File: config.mk
export PLATFORM = sky130hd
export DESIGN_NAME = nas_pdu_validator
export DESIGN_NICKNAME = d
export VERILOG_FILES = /design/src/hw/rtl/npv_pkg.sv /design/src/hw/rtl/npv_tracker.sv /design/src/hw/rtl/npv_verdict.sv /design/src/hw/rtl/nas_pdu_validator.sv
export SDC_FILE = /design/constraint.sdc
export NUM_CORES = 1
export LEC_CHECK = 0
export ABC_AREA = 1
export BUFFER_PORTS_ARGS = -buffer_cell sky130_fd_sc_hd__buf_2
export CORE_UTILIZATION = 55
export DETAILED_ROUTE_END_ITERATION = 10
export PLACE_DENSITY = 0.74
export SETUP_SLACK_MARGIN = 0.2
export SLEW_MARGIN = 20
export SYNTH_ARGS = -nofsm -noshare
export SYNTH_HDL_FRONTEND = slang
export SYNTH_HIERARCHICAL = 1
export SYNTH_SLANG_ARGS = --single-unit
File: constraint.sdc
create_clock -name clk -period 4.84 [get_ports clk]
set_input_delay 1.452 -clock clk [delete_from_list [all_inputs] [get_ports clk]]
set_output_delay 1.452 -clock clk [all_outputs]
set_load 0.05 [all_outputs]
File: src/hw/rtl/npv_pkg.sv
`timescale 1ns / 1ps

package npv_pkg;

	// Verdict codes.
	localparam logic [2:0] ST_OK        = 3'd0;
	localparam logic [2:0] ST_LENGTH    = 3'd1;
	localparam logic [2:0] ST_MISS_TAG  = 3'd2;
	localparam logic [2:0] ST_DISCRIM   = 3'd3;
	localparam logic [2:0] ST_SEC_HDR   = 3'd4;
	localparam logic [2:0] ST_MSG_TYPE  = 3'd5;
	localparam logic [2:0] ST_TOO_SHORT = 3'd6;

	// Header codes.
	localparam logic [7:0] EPD_MM       = 8'h7E;
	localparam logic [7:0] EPD_SM       = 8'h2E;
	localparam logic [3:0] SEC_SVC_REQ  = 4'hC;
	localparam logic [3:0] SEC_MAX_STD  = 4'h4;
	localparam logic [7:0] MT_MM_LO     = 8'h41;
	localparam logic [7:0] MT_MM_HI     = 8'h6F;
	localparam logic [7:0] MT_SM_LO     = 8'hC1;
	localparam logic [7:0] MT_SM_HI     = 8'hDF;
	localparam logic [7:0] MT_AUTH_REQ  = 8'h56;
	localparam int         HDR_BYTES    = 3;
	localparam int         AUTH_PAYLOAD = 35;

	// Register indexes of the configuration port.
	localparam logic REG_CHECK_TAGS = 1'b0;
	localparam logic REG_MAX_BYTES  = 1'b1;

	localparam int VB_W = 14;

	typedef struct packed {
		logic [1:0] count;
		logic [7:0] tag_a;
		logic [7:0] tag_b;
	} npv_tags_t;

	// Header fields and tag flags after the current byte has been applied.
	typedef struct packed {
		logic [7:0] discrim;
		logic [3:0] sec_nibble;
		logic [7:0] hdr_type;
		logic [7:0] eff_type;
		logic [1:0] found;
	} npv_hdr_view_t;

	typedef struct packed {
		logic [2:0]      status;
		logic [7:0]      error_tag;
		logic [VB_W-1:0] checked_len;
	} npv_result_t;

	function automatic logic [5:0] min_length_of(input logic [7:0] t);
		logic [5:0] r;
		case (t)
			8'h41: r = 6'd20;
			8'h42: r = 6'd10;
			8'h43: r = 6'd5;
			8'h45: r = 6'd10;
			8'h56: r = 6'd35;
			8'h57: r = 6'd18;
			8'h5D: r = 6'd10;
			8'h5E: r = 6'd5;
			8'h67: r = 6'd10;
			8'h68: r = 6'd10;
			8'hC1: r = 6'd10;
			8'hC2: r = 6'd20;
			default: r = 6'd3;
		endcase
		return r;
	endfunction

	function automatic npv_tags_t tags_of(input logic [7:0] t);
		npv_tags_t r;
		r = '0;
		case (t)
			8'h41: r = '{count: 2'd2, tag_a: 8'h5E, tag_b: 8'h15};
			8'h42: r = '{count: 2'd1, tag_a: 8'h18, tag_b: 8'h00};
			8'h56: r = '{count: 2'd2, tag_a: 8'h21, tag_b: 8'h20};
			8'h5D: r = '{count: 2'd1, tag_a: 8'h30, tag_b: 8'h00};
			8'hC1: r = '{count: 2'd2, tag_a: 8'h12, tag_b: 8'h19};
			8'hC2: r = '{count: 2'd2, tag_a: 8'h12, tag_b: 8'h35};
			8'h67, 8'h68: r = '{count: 2'd2, tag_a: 8'h40, tag_b: 8'h41};
			default: r = '0;
		endcase
		return r;
	endfunction

	function automatic logic sec_ok(input logic [3:0] n);
		return (n <= SEC_MAX_STD) || (n == SEC_SVC_REQ);
	endfunction

	function automatic logic type_ok(input logic [7:0] t);
		return ((t >= MT_MM_LO) && (t <= MT_MM_HI)) || ((t >= MT_SM_LO) && (t <= MT_SM_HI));
	endfunction

endpackage

File: src/hw/rtl/npv_tracker.sv
`timescale 1ns / 1ps

// Per-PDU state: byte count, header bytes and the walk over tag-length items.
module npv_tracker #(
	parameter int MAX_PDU_BYTES = 8192,
	parameter int CW = $clog2(MAX_PDU_BYTES + 2)
) (
	input  logic                   clk,
	input  logic                   arst_n,
	input  logic                   en,
	input  logic [7:0]             data_byte,
	input  logic                   last_byte,
	input  logic [7:0]             forced_type,
	output logic [CW-1:0]          len,
	output npv_pkg::npv_hdr_view_t view
);

	localparam int NW = $clog2(MAX_PDU_BYTES + 257);

	logic [CW-1:0] count_q, count_n, q_off;
	logic [7:0]    discrim_q, discrim_n;
	logic [3:0]    sec_q, sec_n;
	logic [7:0]    hdr_q, hdr_n;
	logic [7:0]    forced_q, forced_n;
	logic [NW-1:0] nto_q, nto_n;
	logic [NW:0]   nto_plus1;
	logic [1:0]    pend_q, pend_n;
	logic [1:0]    found_q, found_n;
	logic [7:0]    mt_q;
	npv_pkg::npv_tags_t tags;

	assign mt_q      = (forced_q != 8'd0) ? forced_q : hdr_q;
	assign tags      = npv_pkg::tags_of(mt_q);
	assign q_off     = count_q - CW'(npv_pkg::HDR_BYTES);
	assign nto_plus1 = {1'b0, nto_q} + (NW+1)'(1);

	// Next state for the byte at position count_q.
	always_comb begin
		discrim_n = discrim_q;
		sec_n     = sec_q;
		hdr_n     = hdr_q;
		forced_n  = forced_q;
		nto_n     = nto_q;
		pend_n    = pend_q;
		found_n   = found_q;
		if (count_q < CW'(MAX_PDU_BYTES)) begin
			if (count_q == CW'(0)) begin
				forced_n  = forced_type;
				discrim_n = data_byte;
			end else if (count_q == CW'(1)) begin
				sec_n = data_byte[3:0];
			end else if (count_q == CW'(2)) begin
				hdr_n = data_byte;
			end else if (NW'(q_off) == nto_q) begin
				// Tag position: remember which required tags match.
				pend_n[0] = (tags.count >= 2'd1) && (data_byte == tags.tag_a);
				pend_n[1] = (tags.count >= 2'd2) && (data_byte == tags.tag_b);
			end else if ((NW+1)'(q_off) == nto_plus1) begin
				// Length position: the tag counts, and the next item is located.
				found_n = found_q | pend_q;
				pend_n  = 2'b00;
				nto_n   = NW'(q_off) + NW'(1) + NW'(data_byte);
			end
		end
		count_n = (count_q < CW'(MAX_PDU_BYTES + 1)) ? count_q + CW'(1) : count_q;
	end

	assign len           = count_n;
	assign view.discrim    = discrim_n;
	assign view.sec_nibble = sec_n;
	assign view.hdr_type   = hdr_n;
	assign view.eff_type   = (forced_n != 8'd0) ? forced_n : hdr_n;
	assign view.found      = found_n;

	// State registers; everything returns to zero after the last byte.
	always_ff @(posedge clk or negedge arst_n) begin
		if (!arst_n) begin
			count_q   <= '0;
			discrim_q <= '0;
			sec_q     <= '0;
			hdr_q     <= '0;
			forced_q  <= '0;
			nto_q     <= '0;
			pend_q    <= '0;
			found_q   <= '0;
		end else if (en) begin
			if (last_byte) begin
				count_q   <= '0;
				discrim_q <= '0;
				sec_q     <= '0;
				hdr_q     <= '0;
				forced_q  <= '0;
				nto_q     <= '0;
				pend_q    <= '0;
				found_q   <= '0;
			end else begin
				count_q   <= count_n;
				discrim_q <= discrim_n;
				sec_q     <= sec_n;
				hdr_q     <= hdr_n;
				forced_q  <= forced_n;
				nto_q     <= nto_n;
				pend_q    <= pend_n;
				found_q   <= found_n;
			end
		end
	end

endmodule

File: src/hw/rtl/npv_verdict.sv
`timescale 1ns / 1ps

// Priority chain of checks that turns the PDU summary into one verdict.
module npv_verdict #(
	parameter int MAX_PDU_BYTES = 8192,
	parameter int CW = $clog2(MAX_PDU_BYTES + 2)
) (
	input  logic [CW-1:0]          len,
	input  npv_pkg::npv_hdr_view_t view,
	input  logic                   check_tags,
	input  logic [13:0]            max_bytes,
	output npv_pkg::npv_result_t   result
);

	localparam int XW = (CW > 14) ? CW : 14;

	logic [XW-1:0] len_x, max_x, limit_x;
	logic          short_for_type;
	npv_pkg::npv_tags_t tags;

	assign len_x   = XW'(len);
	assign max_x   = XW'(max_bytes);
	assign limit_x = (max_x > XW'(MAX_PDU_BYTES)) ? XW'(MAX_PDU_BYTES) : max_x;
	assign tags    = npv_pkg::tags_of(view.eff_type);

	// Authentication request also needs a full payload after the header.
	assign short_for_type = (len_x < XW'(npv_pkg::min_length_of(view.eff_type)))
		|| ((view.eff_type == npv_pkg::MT_AUTH_REQ)
			&& (len_x < XW'(npv_pkg::HDR_BYTES + npv_pkg::AUTH_PAYLOAD)));

	always_comb begin
		result = '0;
		if (len_x > limit_x) begin
			result.status = npv_pkg::ST_LENGTH;
		end else if (len_x < XW'(npv_pkg::HDR_BYTES)) begin
			result.status = npv_pkg::ST_TOO_SHORT;
		end else if ((view.discrim != npv_pkg::EPD_MM) && (view.discrim != npv_pkg::EPD_SM)) begin
			result.status    = npv_pkg::ST_DISCRIM;
			result.error_tag = npv_pkg::EPD_MM;
		end else if (!npv_pkg::sec_ok(view.sec_nibble)) begin
			result.status = npv_pkg::ST_SEC_HDR;
		end else if (!npv_pkg::type_ok(view.hdr_type)) begin
			result.status = npv_pkg::ST_MSG_TYPE;
		end else if (short_for_type) begin
			result.status      = npv_pkg::ST_LENGTH;
			result.checked_len = npv_pkg::VB_W'(npv_pkg::HDR_BYTES);
		end else if (check_tags && (tags.count >= 2'd1) && !view.found[0]) begin
			result.status      = npv_pkg::ST_MISS_TAG;
			result.error_tag   = tags.tag_a;
			result.checked_len = npv_pkg::VB_W'(npv_pkg::HDR_BYTES);
		end else if (check_tags && (tags.count >= 2'd2) && !view.found[1]) begin
			result.status      = npv_pkg::ST_MISS_TAG;
			result.error_tag   = tags.tag_b;
			result.checked_len = npv_pkg::VB_W'(npv_pkg::HDR_BYTES);
		end else begin
			result.checked_len = npv_pkg::VB_W'(len_x);
		end
	end

endmodule

File: src/hw/rtl/nas_pdu_validator.sv
`timescale 1ns / 1ps

// NAS PDU header and required-tag checker.
// Input stream: one PDU byte per word on s_axis_tdata, tlast on the final
// byte, and the forced message type on s_axis_tuser (sampled with byte 0;
// zero means the type comes from header byte 2).
// Output stream: one verdict word per PDU (status, error_tag,
// checked_len), nothing for the other bytes.
// Configuration: cfg_index 0 enables the required-tag search, index 1 sets
// the longest accepted PDU; cfg_ready is always high.
// Throughput: one byte per cycle while no last byte waits on a stalled output, set
// by the single compare-and-add pass of the tag walk between the input register
// and the verdict register. The last byte passes the input register and then the
// result register before the verdict shows on m_axis_tvalid.
// Reset clears all per-PDU state and both registers to their defaults
// (tag search on, 8192 bytes). When the receiver stalls, the verdict holds;
// bytes keep flowing until the next last byte reaches the input register,
// which then waits for the output word to leave.
module nas_pdu_validator #(
	parameter int MAX_PDU_BYTES = 8192
) (
	input  logic        clk,
	input  logic        arst_n,
	input  logic        s_axis_tvalid,
	output logic        s_axis_tready,
	input  logic [7:0]  s_axis_tdata,   // [7:0] data_byte
	input  logic        s_axis_tlast,
	input  logic [7:0]  s_axis_tuser,   // [7:0] forced_type
	output logic        m_axis_tvalid,
	input  logic        m_axis_tready,
	output logic [31:0] m_axis_tdata,   // [2:0] status, [10:3] error_tag, [24:11] checked_len
	input  logic        cfg_valid,
	output logic        cfg_ready,
	input  logic        cfg_index,
	input  logic [13:0] cfg_data
);

	localparam int CW = $clog2(MAX_PDU_BYTES + 2);

	logic        valid_s1;
	logic [7:0]  data_s1;
	logic        last_s1;
	logic [7:0]  forced_s1;
	logic        out_valid_q;
	npv_pkg::npv_result_t out_q;
	logic        check_tags_q;
	logic [13:0] max_bytes_q;
	logic        adv, consume;
	logic [CW-1:0] len;
	npv_pkg::npv_hdr_view_t view;
	npv_pkg::npv_result_t   result;

	// Handshake: a byte without tlast never waits on the output side.
	assign adv           = !out_valid_q || m_axis_tready;
	assign consume       = valid_s1 && (adv || !last_s1);
	assign s_axis_tready = !valid_s1 || consume;
	assign cfg_ready     = 1'b1;

	// Input register.
	always_ff @(posedge clk or negedge arst_n) begin
		if (!arst_n) begin
			valid_s1 <= 1'b0;
		end else if (s_axis_tvalid && s_axis_tready) begin
			valid_s1 <= 1'b1;
		end else if (consume) begin
			valid_s1 <= 1'b0;
		end
	end

	always_ff @(posedge clk) begin
		if (s_axis_tvalid && s_axis_tready) begin
			data_s1   <= s_axis_tdata;
			last_s1   <= s_axis_tlast;
			forced_s1 <= s_axis_tuser;
		end
	end

	// Configuration registers.
	always_ff @(posedge clk or negedge arst_n) begin
		if (!arst_n) begin
			check_tags_q <= 1'b1;
			max_bytes_q  <= 14'd8192;
		end else if (cfg_valid && cfg_ready) begin
			case (cfg_index)
				npv_pkg::REG_CHECK_TAGS: check_tags_q <= cfg_data[0];
				npv_pkg::REG_MAX_BYTES:  max_bytes_q  <= cfg_data;
				default: ;
			endcase
		end
	end

	npv_tracker #(
		.MAX_PDU_BYTES(MAX_PDU_BYTES),
		.CW(CW)
	) u_tracker (
		.clk         (clk),
		.arst_n      (arst_n),
		.en          (consume),
		.data_byte   (data_s1),
		.last_byte   (last_s1),
		.forced_type (forced_s1),
		.len         (len),
		.view        (view)
	);

	npv_verdict #(
		.MAX_PDU_BYTES(MAX_PDU_BYTES),
		.CW(CW)
	) u_verdict (
		.len        (len),
		.view       (view),
		.check_tags (check_tags_q),
		.max_bytes  (max_bytes_q),
		.result     (result)
	);

	// Result register.
	always_ff @(posedge clk or negedge arst_n) begin
		if (!arst_n) begin
			out_valid_q <= 1'b0;
		end else if (adv) begin
			out_valid_q <= consume && last_s1;
		end
	end

	always_ff @(posedge clk) begin
		if (consume && last_s1) begin
			out_q <= result;
		end
	end

	assign m_axis_tvalid = out_valid_q;
	assign m_axis_tdata  = {7'd0, out_q.checked_len, out_q.error_tag, out_q.status};

endmodule

## After elaboration in Yosys (flattened, before gate mapping)

Index checks and enable logic that the tools add are counted.

- Add/sub/neg operators: 5
- Eq/ne operators: 33
- Bitwise gates (word level): 4
- Multiplexer cells: 58
- $lt $le $gt $ge: 16
- Reductions and logical operators: 44

Operator list:

| operator | number |
|---|---|
| one-hot mux 18 bit (7 select lines) | 2 |
| 2-to-1 mux 14 bit | 12 |
| equality test 8 x 7 -> 1 bit (second input constant) | 16 |
| 2-to-1 mux 8 bit | 14 |
| 2-to-1 mux 22 bit | 2 |
| equality test 8 bit (second input constant) | 4 |
| one-hot mux 6 bit (5 select lines) | 1 |
| adder 14 x 1 -> 14 bit (second input constant) | 2 |
| less-than comparator 14 bit (second input constant) | 2 |
| 2-to-1 mux 2 bit | 14 |
| 2-to-1 mux 24 bit | 1 |
| equality test 8 bit | 2 |
| 2-to-1 mux 4 bit | 4 |
| nonzero test 8 bit | 2 |
| adder 14 x 1 -> 15 bit (second input constant) | 1 |
| equality test 14 x 15 -> 1 bit | 1 |
| adder 14 x 8 -> 14 bit | 1 |
| equality test 14 x 1 -> 1 bit (second input constant) | 1 |
| equality test 14 bit | 1 |
| equality test 14 x 2 -> 1 bit (second input constant) | 1 |
| greater-than comparator 14 bit | 1 |
| greater-than comparator 14 bit (second input constant) | 1 |
| zero test 14 bit | 1 |
| less-than comparator 14 x 2 -> 1 bit (second input constant) | 1 |
| other kinds (32) | 72 |

- Register bits: 119
- Logic and storage cells: 180

## Logic depth before layout (Yosys ltp)

Gate-level depths: netlist of run 1.

- Depth after elaboration: 19
- Depth in mapped cells: 30

## Hierarchy

The synthesis of run 1 kept the hierarchy.

Modules (own cells, without submodules):

| module | times used | sequential area each (µm²) | area each (µm²) | cells an instance |
|---|---|---|---|---|
| npv_tracker | 1 | 1501.4 | 5755.5 | 927 |
| nas_pdu_validator | 1 | 1689.1 | 2065.7 | 135 |
| npv_verdict | 1 | 0.0 | 1514.0 | 256 |

## Least setup slack after synthesis of run 1

No wires, ideal clock.

- Kind: register -> register
- Start point: register u_tracker.count_q[11]
- End point: register out_q (netlist bit m_axis_tdata[18]) (data pin)
- Data arrival time: 3931 ps
- Required time: 4584 ps
- Path buffers: 2
- Slack: 653 ps
- Clock period less this slack: 4187 ps
- Cell stages (with the launch flop): 25
- Cell sequence: dfrtp_1 > inv_2 > nand2_2 > nor4_4 > nand4_2 > buf_6 > o21ai_2 > nand2_1 > nor3_2 > nand4_2 > o21ai_1 > inv_1 > nand2_1 > nor2_1 > nand2_1 > nand2_1 > nor4_1 > ha_1 > a21oi_1 > nor2_1 > a2111oi_0 > nand2_2 > nand3_4 > buf_6 > nor3b_2

RTL lines:

| element | RTL line | text |
|---|---|---|
| start, declared | npv_tracker.sv:20 | `logic [CW-1:0] count_q, count_n, q_off;` |
| start signal, assigned | npv_tracker.sv:97 | `count_q <= count_n;` |
| end signal, assigned | nas_pdu_validator.sv:128 | `out_q <= result;` |
| end, declared | nas_pdu_validator.sv:45 | `npv_pkg::npv_result_t out_q;` |

==> impl_metrics.ini, run 1 <==
[run_status]
status = completed

[cts]
postCtsHoldBufs = 0
ctsLongestPathBuffers = 2
cts_root_buffer = clkbuf_16
cts_tree = yes
worst_skew_pair.late_latency_ns = 0.42
clock_sinks = 119
cts-buffers-inserted = 17
htreeDepth = 4
worst_setup_hold_path_clk_slew_ns = 0.06

[die]
start_util_pct = 56.29
die_w_um = 132.3
core-area_sq_mm = 0.01658
die_h_um = 132.3
die_area_sq_mm = 0.01750
rows = 47
ioPinCount = 72

[pwr]
leakage_nw = 5.362
power_mw = 4.634
p_switching_mw = 1.979
vdd.ir_drop.worst_mv = 0.2955
internal-power_mw = 2.655
p_clk_share_pct = 27.3
combPwrFrac_pct = 43.4
swShare_pct = 42.71
pwr-share-seq_pct = 29.3
power_density_mw_per_mm2 = 436.6

[timing]
fin_worst_skew_ns = 0.008958
report.final.hold_viol_count = 0
fin_ws_ns = 0.4221
grt_setup_unrepaired = false
period_minus_slack_ns = 4.418
hold_ws_ns = 0.4764
worst_pin_slew_ns = 0.8480
timing.final.crit_share_pct = 91.28
drv_slew = 0
max_freq_mhz = 226.4
finalSetupViolations = 0
setup_tns_ns = 0
timing.slew.headroom_pct = 42.87

[synth]
ys_seq_area_share_pct = 34.18
syn_area_sq_mm = 0.009335
syn_area_per_cell_sq_um = 7.083
yosysTopAreaCell = dfrtp_1
synthCells = 1318
netlist.area_leader.share_pct = 20.10
synth_cell_type_count = 62
synthFlopType = dfrtp_1
ys_seq_elements = 119
synth_edf_count = 42
ys_async_sr_fraction_pct = 64.71
synthTopCellsByArea = dfrtp_1, nand2_1, edfxtp_1
ys_warn_count = 6

[global_routing]
grt_max_degree = 78
grt_first_pass_wirelength_um = 39500
grt_pass1_vias = 8127
overflow = 0
antenna_found_initial = 0
grt.total_usage_pct = 28.56

[routing]
drt-pass1-iter-count = 8
ant_nets = 0
wl_um = 24450
num_vias = 8878
drt_iter0_markers = 723
drt_drc_violations_left = 0
post_drt_via_cell_ratio = 5.463
routedWlPerCell_um = 15.04

[flow_run]
drv_cap = 0

[critical_path]
critPathLaunchType = flip-flop
path_max_fanout = 12
path_class = reg2reg
timing.rr.start = u_tracker/count_q[8]
cp-startpoint = u_tracker/count_q[8]
cp-end-kind = flip-flop
crit_required_ns = 5.01
worstPathArrival_ns = 4.59

[place]
hpwl_um = 18130
port_buffers = 63
gp_congestion = 0.9625
place_ws_ns = 0.01920

[worst_hold_path]
hp-class = reg2reg
min_from = u_tracker/discrim_q[1]

[final_layout]
layout-drive-gt1-share_pct = 16.58
area_growth_pct = 13.68
mostFrequentLayoutCells = nand2_1, inv_1, nor2_1
nNetsFinal = 1463
mostFrequentLayoutCell = nand2_1
n_antenna_cell = 0
-- flip-flops by register name, summed over array words and instances, names as in the netlist --
name,flops
m_axis_tdata,25
max_bytes_q,14
u_tracker/hdr_q,8
u_tracker/sec_q,4
forced_s1,8
u_tracker/pend_q,2
data_s1,8
u_tracker/forced_q,8
check_tags_q,1
valid_s1,1
u_tracker/found_q,2
u_tracker/count_q,14
u_tracker/discrim_q,8
last_s1,1
m_axis_tvalid,1
u_tracker/nto_q,14
-- kinds of logic after synthesis --
group	after synthesis	share of synthesized area [%]
compound gates	151	9.623
xor+xnor	32	3.471
fa+ha+maj	34	4.637
buf+inv	216	10.04
flops	119	34.18
other cells	3	0.1206
simple gates	763	37.93
-- synth_stat cells (all sizes together), types with 17 or more instances --
cell and number:
nand3 104, o22ai 28, nand4 23, xor2 25
ha 33, dfrtp 75, o21ai 53, inv 173
buf 29, nand2 458, a21oi 38, edfxtp 42
nor2 132, nor3 17
-- critical path, stage by stage (launching register included) --
cell	delay (ns)
dfrtp_2	0.44
nor2_2	0.13
inv_1	0.09
nor4_4	0.20
buf_4	0.19
nand4_4	0.17
o21ai_4	0.21
nand2_1	0.08
nor3_2	0.24
nand4_4	0.22
o21ai_2	0.23
buf_4	0.15
nand2_1	0.08
nand3b_1	0.22
nor2_1	0.18
nor4_2	0.07
ha_1	0.29
a21oi_1	0.13
nor2_1	0.07
a2111oi_2	0.27
nand2_2	0.18
nand3_4	0.12
buf_12	0.15
nor3b_1	0.06
-- area by class of cell --
type,instances,area [sq um]
clock inverters,12,123.9
fillers,1484,5971
flip-flops and latches,119,3192
repair buffers,91,544.3
clock buffers,20,457.9
inverters,173,654.4
well taps,220,275.3
multi-input cells,990,5365
-- layer usage --
metal | vias up | wire [um] | global-route usage, %
met5 | - | 0 | 0
met4 | 0 | 664 | 10.54
met3 | 47 | 1446 | 4.652
met2 | 304 | 11690 | 47.12
met1 | 4124 | 10640 | 37.86
li1 | 4403 | - | -
-- worst paths after layout --
kind	endpoint	slack [ns]	cells after the start
setup / recovery	m_axis_tdata[17]	0.42	23
hold / removal	u_tracker/discrim_q[1]	0.48	2
setup reg to reg	m_axis_tdata[17]	0.42	23
hold reg to reg	u_tracker/discrim_q[1]	0.48	2
max in group asynchronous	u_tracker/count_q[8]	3.20	1
min in group asynchronous	u_tracker/discrim_q[6]	1.08	1
-- power groups by stage --
stage	Combinational (mW)	Clock [mW]	Sequential, mW
4_1_cts	1.92	1.28	1.35
5_1_grt	2.23	1.32	1.38
3_3_place_gp	1.85	0	1.37
2_1_floorplan	1.47	0	1.37
6_report	2.01	1.27	1.36
3_5_place_dp	1.88	0	1.37
-- stage by stage --
stage / area, sq um / utilization [%] / cells
floorplan: 9358 / - / 1324
global placement: 9829 / 59.27 / 1585
detailed placement: 9829 / 59.27 / 1585
CTS: 10480 / 63.20 / 1623
global route: 10610 / 64.00 / 1625
finish: 10610 / 64.00 / 1625
-- repair_timing --
item / CTS / global route
endpoints found under the setup margin: 18 / 23
gates resized for setup: 2 / 22
pin swaps: 3 / 8
gates cloned: 1 / 0
hold endpoints to repair: 0 / 0
buffers inserted: 5 / 2
No activity file was read; power rests on OpenSTA's default activity.
==> inputs of run 2 (changes only) <==
- CORE_UTILIZATION: 55 -> 60
- CTS_BUF_LIST: default -> sky130_fd_sc_hd__clkbuf_2 sky130_fd_sc_hd__clkbuf_4 sky130_fd_sc_hd__clkbuf_8
- PLACE_DENSITY: 0.74 -> 0.8
==> run 2 against run 1 <==
Global-route usage up 2.0 points; count of clock-buffer cells in the layout down 2; highest routed layer unchanged; critical path depth up 3; routed wire length down 0.32%; worst hold slack better by 0.017 ns; first-iteration DRC count up 21%; largest cell class unchanged.
==> impl_metrics.ini, run 2 (synthesis results as in run 1) <==
[critical_path]
timing.rr.end = m_axis_tdata[8]
slowest_stage = dfrtp_1
rrSetupSlack_ns = 0.38
timing.rr.start = u_tracker/count_q[1]
critPathLaunchType = flip-flop
worstPathArrival_ns = 4.67
critPathCapture = m_axis_tdata[8]
cp-end-kind = flip-flop
path_class = reg2reg
path_max_fanout = 18
max_stage_delay_ns = 0.42
r2r_cells = 26
crit_path_frequent_cell = nand2_1
cp-startpoint = u_tracker/count_q[1]
crit_required_ns = 5.05

[pwr]
vdd.ir_drop.worst_mv = 0.3360
leakage_nw = 5.402
power_density_mw_per_mm2 = 433.7

[routing]
post_drt_via_cell_ratio = 5.656
num_vias = 9072
ant_nets = 0
routedWlPerCell_um = 15.19
drt_drc_violations_left = 0
drt_iter0_markers = 878
drt-pass1-iter-count = 7
wl_um = 24370

[die]
ioPinCount = 72
start_util_pct = 61.41
die_area_sq_mm = 0.01606
rows = 45
die_h_um = 126.7
die_w_um = 126.7
core-area_sq_mm = 0.01520

[final_layout]
largest_reg_flops = 25
area_growth_pct = 14.07
n_antenna_cell = 0
mostFrequentLayoutCells = nand2_1, inv_1, nor2_1
fin_area_sq_mm = 0.01065
layout-drive-gt1-share_pct = 17.80
final_cells = 1604
nNetsFinal = 1474
mostFrequentLayoutCell = nand2_1

[cts]
cts_root_buffer = clkbuf_8
postCtsHoldBufs = 0
clock_sinks = 119
cts_tree = yes
ctsLongestPathBuffers = 2
worst_skew_pair.late_latency_ns = 0.45
worst_setup_hold_path_clk_slew_ns = 0.08
htreeDepth = 4
cts-buffers-inserted = 17

[place]
dp.cells = 1556
hpwl_um = 17990
gp_congestion = 0.9312
port_buffers = 63
placed_area_sq_mm = 0.009812

[timing]
period_minus_slack_ns = 4.461
timing.final.crit_share_pct = 92.17
report.final.hold_viol_count = 0
finalSetupViolations = 0
worst_pin_slew_ns = 0.8267
fin_worst_skew_ns = 0.01067
grt_setup_unrepaired = false
drv_slew = 0
timing.slew.headroom_pct = 44.30
max_freq_mhz = 224.2

[global_routing]
overflow = 0
grt_max_degree = 78
grt_pass1_vias = 8142
grt.total_usage_pct = 30.60
grt_first_pass_wirelength_um = 38700
antenna_found_initial = 0

[worst_hold_path]
hp-class = reg2reg

[flow_run]
drv_cap = 0

[run_status]
status = completed
## run 2: worst min path at each step
stage	from	end	slack (ns)	depth (start not counted)
3_3_place_gp	u_tracker/discrim_q[1]	u_tracker/discrim_q[1]	0.46	2
3_5_place_dp	u_tracker/discrim_q[1]	u_tracker/discrim_q[1]	0.47	2
6_report	check_tags_q	check_tags_q	0.49	2
2_1_floorplan	check_tags_q	check_tags_q	0.45	2
4_1_cts	u_tracker/discrim_q[1]	u_tracker/discrim_q[1]	0.49	2
5_1_grt	check_tags_q	check_tags_q	0.51	2
## run 2: critical path, delay by kind of cell (launching register included)
kind	cells	cell delay (ns)
AND/OR/NAND/NOR	16	1.83
buffers and inverters	4	0.70
AO/OA/AOI/OAI	4	0.68
adder cells (fa/ha/maj)	2	0.57
flip-flops	1	0.42
## run 2: metal layers
metal | GRT usage (%) | vias up | wire length, um
met5 | 0 | - | 0
met4 | 14.36 | 0 | 832
met3 | 4.555 | 66 | 1463
met2 | 50.50 | 354 | 11650
met1 | 39.79 | 4218 | 10430
li1 | - | 4434 | -
## run 2: final cells by class
cell class,count,area [sq um]
flip-flops and latches,119,3191
fillers,1226,4553
multi-input cells,989,5410
well taps,188,235.2
clock inverters,14,269.0
inverters,173,654.4
repair buffers,103,641.9
clock buffers,18,247.7
## run 2: repair_timing
action	4_1_cts	5_1_grt
endpoints found under the setup margin	23	23
gates resized for setup	4	33
setup buffers	5	11
pin swaps	1	22
## run 2: where the power goes
part	total (mW)	internal, mW	switching, mW
clock network	1.19	0.737	0.449
registers	1.36	1.20	0.160
logic	2.07	0.697	1.38
## run 2: through the flow
step	utilization [%]	setup TNS, ns	total power [mW]	hold slack (ns)	worst slack [ns]
after detailed placement	64.54	-0.08122	3.264	0.4704	-0.08093
after floorplan	-	0	2.843	0.4490	0.6526
final	70.05	0	4.619	0.4934	0.3789
after global placement	64.54	0	3.215	0.4624	0.2059
after CTS	68.30	0	4.474	0.4904	0.2575
after global routing	70.05	0	4.920	0.5141	0.1204
==> inputs of run 3 (changes only) <==
- CTS_CLUSTER_SIZE: default -> 10
- RECOVER_POWER: default -> 100
==> run 3 against run 2 <==
Die area unchanged; non-clock buffer count did not move; sequential power barely moved; maximum frequency is 2.9% lower; final cell count is the same; routed wire length is 0.52% higher; the run now ends with max-capacitance violations, max-slew violations left; total power down 0.34%; critical path type unchanged; utilization fell by 0.59 points; critical path depth down 1.
==> impl_metrics.ini, run 3 (synthesis results as in run 1) <==
[run_status]
status = complete, but fails checks
violations = max-capacitance violations, max-slew violations

[cts]
worst_skew_pair.late_latency_ns = 0.45
worst_setup_hold_path_clk_slew_ns = 0.08
ctsLongestPathBuffers = 2
cts_tree = yes
htreeDepth = 4
cts_root_buffer = clkbuf_8
cts-buffers-inserted = 17
clock_sinks = 119

[critical_path]
crit_path_frequent_cell = nand2_1
crit_required_ns = 5.04
critPathLaunchType = flip-flop
max_stage_delay_ns = 0.42
cp-end-kind = flip-flop
slowest_stage = dfrtp_1
crit_buf_inv = 5
path_class = reg2reg
path_max_fanout = 18
crit_family = simple AND/OR/NAND/NOR gates
worstPathArrival_ns = 4.79

[routing]
drt_drc_violations_left = 0
wl_um = 24500
routedWlPerCell_um = 15.27
num_vias = 9068
drt-pass1-iter-count = 5
post_drt_via_cell_ratio = 5.653
drt_iter0_markers = 802
ant_nets = 0

[global_routing]
antenna_found_initial = 0
grt.total_usage_pct = 30.60
overflow = 0
grt_max_degree = 78
grt_pass1_vias = 8142
grt_first_pass_wirelength_um = 38700

[final_layout]
area_growth_pct = 13.11
layout-drive-gt1-share_pct = 15.18
mostFrequentLayoutCell = nand2_1
mostFrequentLayoutCells = nand2_1, inv_1, nor2_1
n_antenna_cell = 0
multi_input_area_sq_mm = 0.005376
largest_reg_flops = 25
finalCoreUtilization_pct = 69.46
regArea_sq_mm = 0.003191
fin_area_sq_mm = 0.01056
fill_cells = 1252
nNetsFinal = 1474

[die]
core-area_sq_mm = 0.01520
die_w_um = 126.7
die_area_sq_mm = 0.01606
die_h_um = 126.7
rows = 45
ioPinCount = 72
start_util_pct = 61.41

[timing]
fin_worst_skew_ns = 0.01136
worst_pin_slew_ns = 2.147
finalSetupViolations = 0
max_freq_mhz = 217.6
grt_setup_unrepaired = false
report.final.hold_viol_count = 0
timing.final.crit_share_pct = 94.96
period_minus_slack_ns = 4.596
timing.slew.headroom_pct = -43.15
drv_slew = 153
fin_ws_ns = 0.2439
setup_tns_ns = 0

[place]
placed_area_sq_mm = 0.009812
hpwl_um = 17990
port_buffers = 63
gp_congestion = 0.9312
place_ws_ns = -0.08093

[pwr]
p_clk_share_pct = 25.8
pwr-share-seq_pct = 29.5
internal-power_mw = 2.621
leakage_nw = 5.298
swShare_pct = 43.06
p_switching_mw = 1.982
combPwrFrac_pct = 44.7
power_density_mw_per_mm2 = 435.9
vdd.ir_drop.worst_mv = 0.3361

[flow_run]
drv_cap = 3

[worst_hold_path]
hp-class = reg2reg
run 3: changes by cell type in the layout (fill, tap and decap cells not counted), sizes merged:
cell    before  now
clkbuf      18   51
buf        103   70
run 3: layout make-up:
type	instances	share of cell area, %
Tap cell	188	2.228
Inverter	173	6.197
Sequential cell	119	30.22
Clock inverter	14	2.548
Clock buffer	18	2.346
Timing Repair Buffer	103	5.546
Multi-Input combinational cell	989	50.92
run 3: worst min-delay path, delay by kind of cell (launching register included):
kind | cells | cell delay (ns)
flops | 1 | 0.39
simple gates | 2 | 0.10
run 3: path summary, 6_finish.rpt:
check | from | endpoint | slack, ns | cells past startpoint
max in group asynchronous | arst_n | u_tracker/count_q[11] | 2.07 | 1
hold / removal | check_tags_q | check_tags_q | 0.49 | 2
hold reg to reg | check_tags_q | check_tags_q | 0.49 | 2
setup reg to reg | u_tracker/count_q[1] | m_axis_tdata[21] | 0.24 | 25
setup / recovery | u_tracker/count_q[1] | m_axis_tdata[21] | 0.24 | 25
min in group asynchronous | arst_n | valid_s1 | 1.56 | 1
run 3: power groups by stage:
| stage | logic (mW) | clock network [mW] | registers, mW |
|---|---|---|---|
| after floorplan | 1.47 | 0 | 1.37 |
| final | 2.06 | 1.19 | 1.36 |
| after global routing | 2.29 | 1.24 | 1.38 |
| after global placement | 1.85 | 0 | 1.37 |
| after CTS | 1.92 | 1.20 | 1.35 |
| after detailed placement | 1.89 | 0 | 1.37 |
run 3: through the flow:
step                      total power [mW]  hold WS (ns)  cells
after floorplan                      2.843        0.4490   1324
after global placement               3.215        0.4624   1556
after detailed placement             3.264        0.4704   1556
after CTS                            4.474        0.4904   1593
after global routing                 4.903        0.5142   1604
final                                4.603        0.4915   1604
run 3: what timing repair did:
action,4_1_cts,5_1_grt
buffers inserted,5,11
pin swaps,1,22
endpoints found under the setup margin,23,23
resized for setup,4,33
hold endpoints to repair,0,0
hold buffers,0,0
run 3: routing by layer:
layer	track usage [%]	up-vias	share of wire [%]
met5	0	-	0
met4	14.36	0	3.5
met3	4.555	62	6.6
met2	50.50	399	47
met1	39.79	4176	43
li1	-	4431	-
